**src/rtl/ptdp_pkg.sv**
```systemverilog
// Shared types and constants for the palindromic tree double palindrome block.
package ptdp_pkg;

  localparam int SYM_W = 5;
  localparam int OUT_W = 13;

  typedef struct packed {
    logic sweep;
    logic accept;
    logic txt_wr;
    logic half;
    logic x_slink;
    logic latch_now;
    logic set_suf;
    logic set_slink;
    logic set_half;
    logic set_hlink;
    logic hit_main;
    logic alloc;
    logic check;
  } cmd_t;

  typedef struct packed {
    logic sweep_last;
    logic drop;
    logic wrap_root;
    logic walk_skip;
    logic txt_eq;
    logic hit;
    logic short_len;
  } stat_t;

endpackage

```
**src/rtl/ptdp_ctrl.sv**
```systemverilog
// Controller: sequences clearing sweep, suffix link walks, child lookups and allocation.
module ptdp_ctrl import ptdp_pkg::*; (
  input  logic  clk,
  input  logic  rst,
  input  logic  start,
  input  stat_t stat,
  output cmd_t  cmd,
  output logic  busy,
  output logic  done
);

  typedef enum logic [12:0] {
    SWEEP  = 13'b0000000000001,
    IDLE   = 13'b0000000000010,
    START  = 13'b0000000000100,
    WALK_A = 13'b0000000001000,
    WALK_B = 13'b0000000010000,
    WALK_C = 13'b0000000100000,
    LOOK_A = 13'b0000001000000,
    LOOK_B = 13'b0000010000000,
    LOOK_C = 13'b0000100000000,
    WRITE  = 13'b0001000000000,
    CHK_A  = 13'b0010000000000,
    CHK_B  = 13'b0100000000000,
    RESULT = 13'b1000000000000
  } state_t;

  typedef enum logic [2:0] {
    PH_MAIN = 3'b001,
    PH_SUF  = 3'b010,
    PH_HALF = 3'b100
  } phase_t;

  state_t state, state_next;
  phase_t phase, phase_next;

  always_comb begin
    state_next = state;
    phase_next = phase;
    cmd        = '0;
    cmd.half   = phase == PH_HALF;
    case (state)
      SWEEP: begin
        cmd.sweep = 1'b1;
        if (stat.sweep_last) state_next = IDLE;
      end
      IDLE: begin
        if (start) begin
          cmd.accept = 1'b1;
          state_next = stat.drop ? RESULT : START;
        end
      end
      START: begin
        cmd.txt_wr = 1'b1;
        phase_next = PH_MAIN;
        state_next = WALK_A;
      end
      WALK_A: state_next = WALK_B;
      WALK_B: begin
        if (stat.wrap_root) begin
          state_next = LOOK_A;
        end else if (stat.walk_skip) begin
          cmd.x_slink = 1'b1;
          state_next  = WALK_A;
        end else begin
          state_next = WALK_C;
        end
      end
      WALK_C: begin
        if (stat.txt_eq) begin
          state_next = LOOK_A;
        end else begin
          cmd.x_slink = 1'b1;
          state_next  = WALK_A;
        end
      end
      LOOK_A: begin
        cmd.latch_now = phase == PH_MAIN;
        state_next    = LOOK_B;
      end
      LOOK_B: state_next = LOOK_C;
      LOOK_C: begin
        case (phase)
          PH_MAIN: begin
            if (stat.hit) begin
              cmd.hit_main = 1'b1;
              state_next   = RESULT;
            end else begin
              cmd.set_suf = 1'b1;
              phase_next  = PH_SUF;
              state_next  = WALK_A;
            end
          end
          PH_SUF: begin
            cmd.set_slink = 1'b1;
            if (stat.short_len) begin
              state_next = WRITE;
            end else begin
              cmd.set_half = 1'b1;
              phase_next   = PH_HALF;
              state_next   = WALK_A;
            end
          end
          default: begin
            cmd.set_hlink = 1'b1;
            state_next    = WRITE;
          end
        endcase
      end
      WRITE: begin
        cmd.alloc  = 1'b1;
        state_next = CHK_A;
      end
      CHK_A: state_next = CHK_B;
      CHK_B: begin
        cmd.check  = 1'b1;
        state_next = RESULT;
      end
      RESULT: state_next = IDLE;
      default: state_next = IDLE;
    endcase
  end

  always_ff @(posedge clk) begin
    if (rst) begin
      state <= SWEEP;
      phase <= PH_MAIN;
    end else begin
      state <= state_next;
      phase <= phase_next;
    end
  end

  assign busy = state != IDLE;
  assign done = state == RESULT;

  a_done_single: assert property (@(posedge clk) disable iff (rst)
    done |=> !done)
    else $error("result strobe held longer than one cycle");

  a_drop_quick: assert property (@(posedge clk) disable iff (rst)
    (start && !busy && stat.drop) |=> done)
    else $error("dropped symbol did not report at once");

  a_no_accept_busy: assert property (@(posedge clk) disable iff (rst)
    cmd.accept |-> state == IDLE)
    else $error("item taken while busy");

endmodule
```
**config.mk**
```make
export PLATFORM = sky130hd
export DESIGN_NAME = ptdp_ctrl
export DESIGN_NICKNAME = d
export VERILOG_FILES = /design/src/rtl/ptdp_pkg.sv /design/src/rtl/ptdp_ctrl.sv
export SDC_FILE = /design/constraint.sdc
export NUM_CORES = 1
export LEC_CHECK = 0
export ABC_AREA = 1
export BUFFER_PORTS_ARGS = -buffer_cell sky130_fd_sc_hd__buf_2
export CORE_MARGIN = 1.5
export CORE_UTILIZATION = 47
export DETAILED_ROUTE_END_ITERATION = 8
export PLACE_DENSITY = 0.83
export SLEW_MARGIN = 0
export SYNTH_ARGS = -nofsm -noshare
export SYNTH_HDL_FRONTEND = slang
export SYNTH_SLANG_ARGS = --single-unit
```
**constraint.sdc**
```tcl
create_clock -name clk -period 1.3 [get_ports clk]
set_input_delay 0 -clock clk [delete_from_list [all_inputs] [get_ports clk]]
set_output_delay 0 -clock clk [all_outputs]
set_load 0.02 [all_outputs]
```
==> impl_metrics.tcl, run 1 <==
set metrics [dict create \
    status "did not finish" \
    haltStage "global routing (5_1_grt)" \
    run.stop_error "[ERROR DPL-0038] Utilization greater than 100%, impossible to legalize" \
    initial_core_util_pct 51.7 \
    synth-main-ff-cell "dfxtp_1" \
    ys_ff_latch 16 \
    avgSynthCellArea_sq_um 6.18 \
    yosysSeqAreaShare_pct 30.7 \
    endpoint_type "top-level output" \
    die_y_um 50.1 \
    yosys_warnings 0 \
    place.detailed.hpwl_mm 2.51 \
    ys_types 23 \
    async_flop_share_pct 0 \
    synth_nets 179 \
    cts-root-buf "clkbuf_4" \
    fp.dieW_um 50.1 \
    synth-edff-count 0 \
    cts.path.max_buffers 2 \
    cts.sinks 16 \
    worst_endpoint "cmd[4]" \
    synth_area_sq_mm 0.00104 \
    rows 16 \
    cts-buffers-inserted 3 \
    gp_congestion 0.926 \
    numPortBuffers 24 \
    pin_count 25 \
    dpl_worst_slack_ns -0.147 \
    cts_htree_levels 1 \
    grt_max_degree 11 \
    syn_inst 169 \
]
-- cell families after synthesis --
group                  share of synthesized area [%]
AND/OR/NAND/NOR                                 51.9
flip-flops                                      30.7
buffers and inverters                           14.0
AO/OA/AOI/OAI                                   3.47
-- cells in the mapped netlist (2+ instances only) --
cell / n / area share, %
nand2_1: 32 / 11
nor3_1: 3 / 1.4
inv_1: 35 / 13
nor2_4: 5 / 5.4
nand3_1: 18 / 8.6
nor2_2: 4 / 2.4
nand2_4: 2 / 2.2
nor2_1: 31 / 11
dfxtp_1: 16 / 31
nand4_1: 5 / 3.0
a21oi_1: 4 / 1.9
nor4_1: 3 / 1.8
-- through the flow --
step | utilization (%) | cell area (sq um) | std cells | TNS [ns]
3_5_place_dp | 69.7 | 1410 | 245 | -0.814
3_3_place_gp | 69.7 | 1410 | 245 | -0.461
2_1_floorplan | - | 1060 | 169 | -0.0508
4_1_cts | 88.2 | 1780 | 268 | -4.34
-- what timing repair did --
item,CTS
endpoints found under the hold margin,4
hold buffers,5
endpoints found under the setup margin,23
buffers inserted,15
pin swaps,17
resized for setup,66
gates cloned,0
==> run 2: changes to the inputs <==
CORE_AREA = 2 2 63 65   (was unset)
CORE_MARGIN = unset   (was 1.5)
CORE_UTILIZATION = unset   (was 47)
DIE_AREA = 0 0 65 67   (was unset)
PLACE_DENSITY = unset   (was 0.83)
PLACE_DENSITY_LB_ADDON = 0.15   (was unset)
clock period = 1.7 ns   (was 1.3 ns; I/O delays follow)
==> run 2 against run 1 <==
  * The flow now finishes without violations
  * Synthesized cell count is the same
  * Synthesized area is the same
==> impl_metrics.tcl, run 2 <==
set metrics [dict create \
    postRouteAntennaNets 0 \
    yosys_warnings 0 \
    grt_pass1_vias 1049 \
    worst_slew_pin_slew_ns 0.235 \
    cts-root-buf "clkbuf_8" \
    detail_route.iter0.violations 38 \
    synth_common_cells "inv_1 (35), nand2_1 (32), nor2_1 (31), nand3_1 (18), dfxtp_1 (16)" \
    leakage_nw 0.773 \
    reg.largest.list "state (13), phase (3)" \
    setup-tns-final_ns 0 \
    cts-buffers-inserted 3 \
    ys_types 23 \
    gp_congestion 0.848 \
    crit_chain "nor2_4, nand2_4, nor2_8, nand2_4, nor2_4, inv_2, or2_1, inv_1, buf_4" \
    first_pass_iters 4 \
    final_nets 218 \
    synth_nets 179 \
    vias 1133 \
    cts_tree "yes" \
    path_clk_slew_ns 0.07 \
    insertion_delay_ns 0.26 \
    initial_core_util_pct 29.0 \
    max_freq_mhz 619 \
    final_common_cell "inv_1" \
    crit_path_max_fanout 5 \
    layout_setup_ws_ns 0.0841 \
    end_kind "output pin" \
    yosysMostFrequentCell "inv_1" \
    setup_viol 0 \
    grt_max_degree 11 \
    rsz0062_at_grt "false" \
    post-route-min-period_ns 1.62 \
    drive_above_1_share_pct 30.0 \
    layout-area-overhead-vs-synth_pct 35.3 \
    ir_drop_uv 223 \
    cts_htree_levels 1 \
    yosysSeqAreaShare_pct 30.7 \
    synth_area_sq_mm 0.00104 \
    async_flop_share_pct 0 \
    core_area_sq_mm 0.00361 \
    ys_ff_latch 16 \
    grt.total_usage_pct 14.3 \
    fin_skew_ns 0.00822 \
    synth-edff-count 0 \
    top_register "state" \
    synth-main-ff-cell "dfxtp_1" \
    numPortBuffers 24 \
    min_path_type "in2reg" \
    status "complete, no violations" \
    slew_violations 0 \
    wl_mm 2.97 \
    antenna_found_initial 0 \
    wire_per_inst_um 11.6 \
    fin_crit_sh_pct 95.1 \
    pin_count 25 \
    power.density_mw_per_mm2 599 \
    dieArea_sq_mm 0.00436 \
    yosysTopAreaCellShare_pct 30.7 \
    path_class "reg2out" \
    fp.dieW_um 65 \
    cp_slowest_stage_delay_ns 0.34 \
    grt_pass1_wl_mm 4.67 \
    layout_common_cells "inv_1 (33), nand2_1 (31), nor2_1 (30)" \
    syn_inst 169 \
    largest_reg_flops 13 \
    drc 0 \
    slew_headroom_pct 84.2 \
    rows 22 \
    dpl_worst_slack_ns 0.116 \
    cts.sinks 16 \
    vias_per_cell 4.44 \
    cts.path.max_buffers 2 \
    cap_violations 0 \
    overflow 0 \
    arrival_ns 1.62 \
    synthTopCellsByArea "dfxtp_1 (31%), inv_1 (13%), nand2_1 (11%)" \
    slowest_stage "dfxtp_2" \
    avgSynthCellArea_sq_um 6.18 \
    cp_data_required_time_ns 1.70 \
    place.detailed.hpwl_mm 2.29 \
    hold_viol 0 \
    diodes 0 \
    worstSetupStartpointType "flop" \
    die_y_um 67 \
    yosys.area.top_type "dfxtp_1" \
]
## run 2: cell counts after synthesis
No cell type changed its count.
## run 2: area by class of cell
type                            count  area (sq um)
Clock buffer                        4          55.1
Fill cell                         406          2190
Inverter                           36           135
Multi-Input combinational cell    116           621
Sequential cell                    16           328
Tap cell                           48          60.1
Timing Repair Buffer               35           215
## run 2: logic make-up after synthesis
| group | after synthesis | synth area share, % |
|---|---|---|
| buffers and inverters | 38 | 14.0 |
| flip-flops | 16 | 30.7 |
| AND/OR/NAND/NOR | 108 | 51.9 |
| AO/OA/AOI/OAI | 7 | 3.47 |
## run 2: power by group
| group | internal (W) | total [W] | leakage, nW | switching (W) |
|---|---|---|---|---|
| Sequential | 0.000381 | 0.000388 | 0.132 | 0.00000656 |
| Combinational | 0.0000473 | 0.000110 | 0.613 | 0.0000630 |
| Clock | 0.000206 | 0.000349 | 0.0288 | 0.000144 |
## run 2: repair_timing
action | in CTS | in global routing
hold buffers | 4 | 0
gates cloned | 0 | 1
endpoints found under the hold margin | 2 | 0
resized for setup | 1 | 17
buffers inserted | 3 | 3
pin swaps | 4 | 8
setup endpoints to repair | 1 | 6
## run 2: worst paths after layout
check             cells past startpoint  slack, ns                     end             startpoint
setup / recovery                      9       0.08                  cmd[4]  state[0]$_SDFFE_PP1P_
hold / removal                        3       0.02   state[9]$_SDFFE_PP0P_                stat[0]
setup reg to reg                      8       0.21  state[12]$_SDFFE_PP0P_  state[8]$_SDFFE_PP0P_
hold reg to reg                       2       0.51   phase[1]$_SDFFE_PP0P_  phase[1]$_SDFFE_PP0P_
## run 2: routing by layer
metal	track usage (%)	up-vias	wire length, um
met2	25.0	20	1420
met4	5.59	0	34
li1	-	599	-
met1	17.2	510	1400
met5	0	-	0
met3	2.70	4	121
## run 2: per-stage QoR
stage	hold WS [ns]	instance area, sq um	utilization [%]	instances	power, W
3_3_place_gp	0.186	1220	33.9	240	0.000479
3_5_place_dp	0.191	1220	33.9	240	0.000481
2_1_floorplan	0.0781	1040	-	169	0.000451
4_1_cts	0.0199	1340	37.3	251	0.000849
5_1_grt	0.0314	1410	39.2	255	0.000884
6_report	0.0237	1410	39.2	255	0.000847
## run 2: worst max-delay path: cells and delay by family, from the launching register on
| family | cells | cell delay (ns) |
|---|---|---|
| DFF | 1 | 0.34 |
| buffers and inverters | 3 | 0.25 |
| and+or+nand+nor | 6 | 0.77 |
No activity file was read; power rests on OpenSTA's default activity.
==> run 3: changes to the inputs <==
ABC_AREA = unset   (was 1)
==> run 3 against run 2 <==
  * The flow now finishes with violations (setup timing)
  * Sequential share of layout area fell by 4.3 points
  * First-iteration DRC count fell by 68%
  * Hold slack improved by 0.033 ns
  * Sequential cell count did not move
  * Cell count fell by 9.4%
  * Non-clock buffer count rose by 28
  * Register-to-register slack got worse by 0.41 ns
  * Global-route usage rose by 0.46 points
  * Setup slack got worse by 0.37 ns
==> impl_metrics.tcl, run 3 <==
set metrics [dict create \
    numPortBuffers 24 \
    rsz0062_at_grt "true" \
    fin_skew_ns 0.00174 \
    synth_nets 134 \
    violations "setup timing" \
    yosysSeqAreaShare_pct 32.9 \
    wl_met3_um 110 \
    async_flop_share_pct 0 \
    layout_common_cells "buf_4 (34), buf_6 (15), buf_2 (12), dfxtp_1 (12), nor2_1 (8)" \
    cts_htree_levels 1 \
    grt_pass1_wl_mm 4.96 \
    hold_viol 0 \
    crit_path_max_fanout 4 \
    core_area_sq_mm 0.00361 \
    yosys_warnings 0 \
    crit_chain "or4_4, or3_4, or3_4, inv_2, buf_6" \
    avgSynthCellArea_sq_um 7.86 \
    worst_slew_pin_slew_ns 0.348 \
    slew_headroom_pct 76.2 \
    antenna_found_initial 0 \
    cts-buffers-inserted 3 \
    regArea_sq_um 328 \
    min_path_type "in2reg" \
    dr_wl_met2_mm 1.70 \
    nFillCells 372 \
    path_class "reg2out" \
    fin_crit_sh_pct 117 \
    arrival_ns 1.99 \
    diodes 0 \
    gp_congestion 0.806 \
    cp_data_required_time_ns 1.70 \
    path_clk_slew_ns 0.06 \
    multi_input_area_sq_um 774 \
    postRouteAntennaNets 0 \
    leakage_nw 0.758 \
    yosys.area.top_type "dfxtp_1" \
    insertion_delay_ns 0.25 \
    power.density_mw_per_mm2 467 \
    top_register "state" \
    cts.sinks 16 \
    synth-edff-count 0 \
    slew_violations 0 \
    grt.total_usage_pct 14.7 \
    vias 1152 \
    status "finished, violations left" \
    synth-main-ff-cell "dfxtp_1" \
    overflow 0 \
    first_pass_iters 4 \
    ir_drop_uv 294 \
    yosysMostFrequentCell "dfxtp_1" \
    final_nets 195 \
    synth_common_cells "dfxtp_1 (16), nor2_1 (12), nand2_1 (9), inv_1 (8), a21oi_1 (7)" \
    die_y_um 67 \
    route.top_layer_used "met4" \
    cp_slowest_stage_delay_ns 0.56 \
    setup_viol 20 \
    worstSetupStartpointType "flop" \
    ys_ff_latch 16 \
    wl_mm 3.16 \
    crit_path_frequent_cell "or3_4" \
    detail_route.iter0.violations 12 \
    yosysTopAreaCellShare_pct 32.9 \
    drive_above_1_share_pct 56.8 \
    drc 0 \
    grt_max_degree 12 \
    initial_core_util_pct 27.0 \
    max_freq_mhz 504 \
    rows 22 \
    grt_pass1_vias 1110 \
    vias_per_cell 4.99 \
    largest_reg_flops 13 \
    synthTopCellsByArea "dfxtp_1 (33%), nor2_1 (4.6%), nor4_1 (3.9%)" \
    fp.dieW_um 65 \
    dpl_worst_slack_ns -0.112 \
    setup-tns-final_ns -3.02 \
    cts_tree "yes" \
    slowest_stage "or4_4" \
    ys_types 43 \
    end_kind "output pin" \
    place.detailed.hpwl_mm 2.22 \
    reg.largest.list "state (13), phase (3)" \
    post-route-min-period_ns 1.99 \
    layout-area-overhead-vs-synth_pct 78.3 \
    synth_area_sq_um 975 \
    layout_setup_ws_ns -0.285 \
    cts.path.max_buffers 2 \
    dieArea_sq_mm 0.00436 \
    wire_per_inst_um 13.7 \
    final_common_cell "buf_4" \
    pin_count 25 \
    drt-met1-wl_mm 1.33 \
    cap_violations 0 \
    cts-root-buf "clkbuf_8" \
    syn_inst 124 \
]
[run 3: changes by cell type in the layout (fill, tap and decap cells not counted), sizes merged, moves of 4 or more]
cell | before | now
nand3 | 18 | 2
or4 | 0 | 4
buf | 31 | 61
nor4b | 0 | 4
nor2 | 42 | 12
nor2b | 0 | 4
nand2 | 35 | 9
inv | 36 | 8
nor3b | 0 | 4
[run 3: area by class of cell]
type | instances | area share, %
Multi-Input combinational cell | 93 | 44.6
Timing Repair Buffer | 63 | 29.0
Sequential cell | 16 | 18.9
Tap cell | 48 | 3.46
Clock buffer | 3 | 2.38
Inverter | 8 | 1.73
[run 3: what timing repair did]
item | in CTS | in global routing
pin swaps | 8 | 18
hold buffers | 2 | 0
gates resized for setup | 28 | 31
buffers inserted | 3 | 13
setup endpoints to repair | 24 | 27
endpoints found under the hold margin | 2 | 0
[run 3: stage by stage]
step | hold WS [ns] | area [sq um] | instances | util [%] | power (W)
3_3_place_gp | 0.183 | 1350 | 211 | 37.5 | 0.000504
4_1_cts | 0.0365 | 1540 | 219 | 42.7 | 0.000807
6_report | 0.0569 | 1740 | 231 | 48.2 | 0.000811
5_1_grt | 0.0544 | 1740 | 231 | 48.2 | 0.000848
3_5_place_dp | 0.184 | 1350 | 211 | 37.5 | 0.000504
2_1_floorplan | 0.0752 | 1050 | 124 | - | 0.000454
[run 3: cell families (layout without fill, tap and decap cells)]
logic type | Yosys count | in the layout | synth area share, %
buffers and inverters | 15 | 74 | 6.29
AOI/OAI and AO/OA | 20 | 20 | 13.5
DFF | 16 | 16 | 32.9
and+or+nand+nor | 70 | 70 | 44.7
xor gates and xnor gates | 3 | 3 | 2.70
[run 3: per-layer routing]
metal / GRT usage [%] / up-vias
met5: 0 / -
met4: 3.19 / 0
met3: 3.72 / 2
met2: 26.2 / 18
met1: 17.9 / 560
li1: - / 572
[run 3: worst max-delay path: cells and delay by family, from the launching register on]
kind / cells / cell delay (ns)
and+or+nand+nor: 3 / 1.26
DFF: 1 / 0.32
buffers and inverters: 2 / 0.16
[run 3: final timing paths]
| path | slack [ns] | cells past startpoint | to | from |
|---|---|---|---|---|
| worst min register to register | 0.54 | 2 | phase[1]$_SDFFE_PP0P_ | phase[1]$_SDFFE_PP0P_ |
| worst min-delay path | 0.06 | 3 | state[5]$_SDFFE_PP0P_ | stat[4] |
| worst max register to register | -0.20 | 7 | state[9]$_SDFFE_PP0P_ | state[1]$_SDFFE_PP0P_ |
| worst max-delay path | -0.29 | 5 | cmd[8] | state[1]$_SDFFE_PP0P_ |
[run 3: power by group]
part           switching, W  internal (W)  leakage [nW]  total, W
registers        0.00000316      0.000379         0.132  0.000383
logic             0.0000775     0.0000679         0.605  0.000145
clock network      0.000126      0.000157        0.0216  0.000283
total              0.000207      0.000604         0.758  0.000811
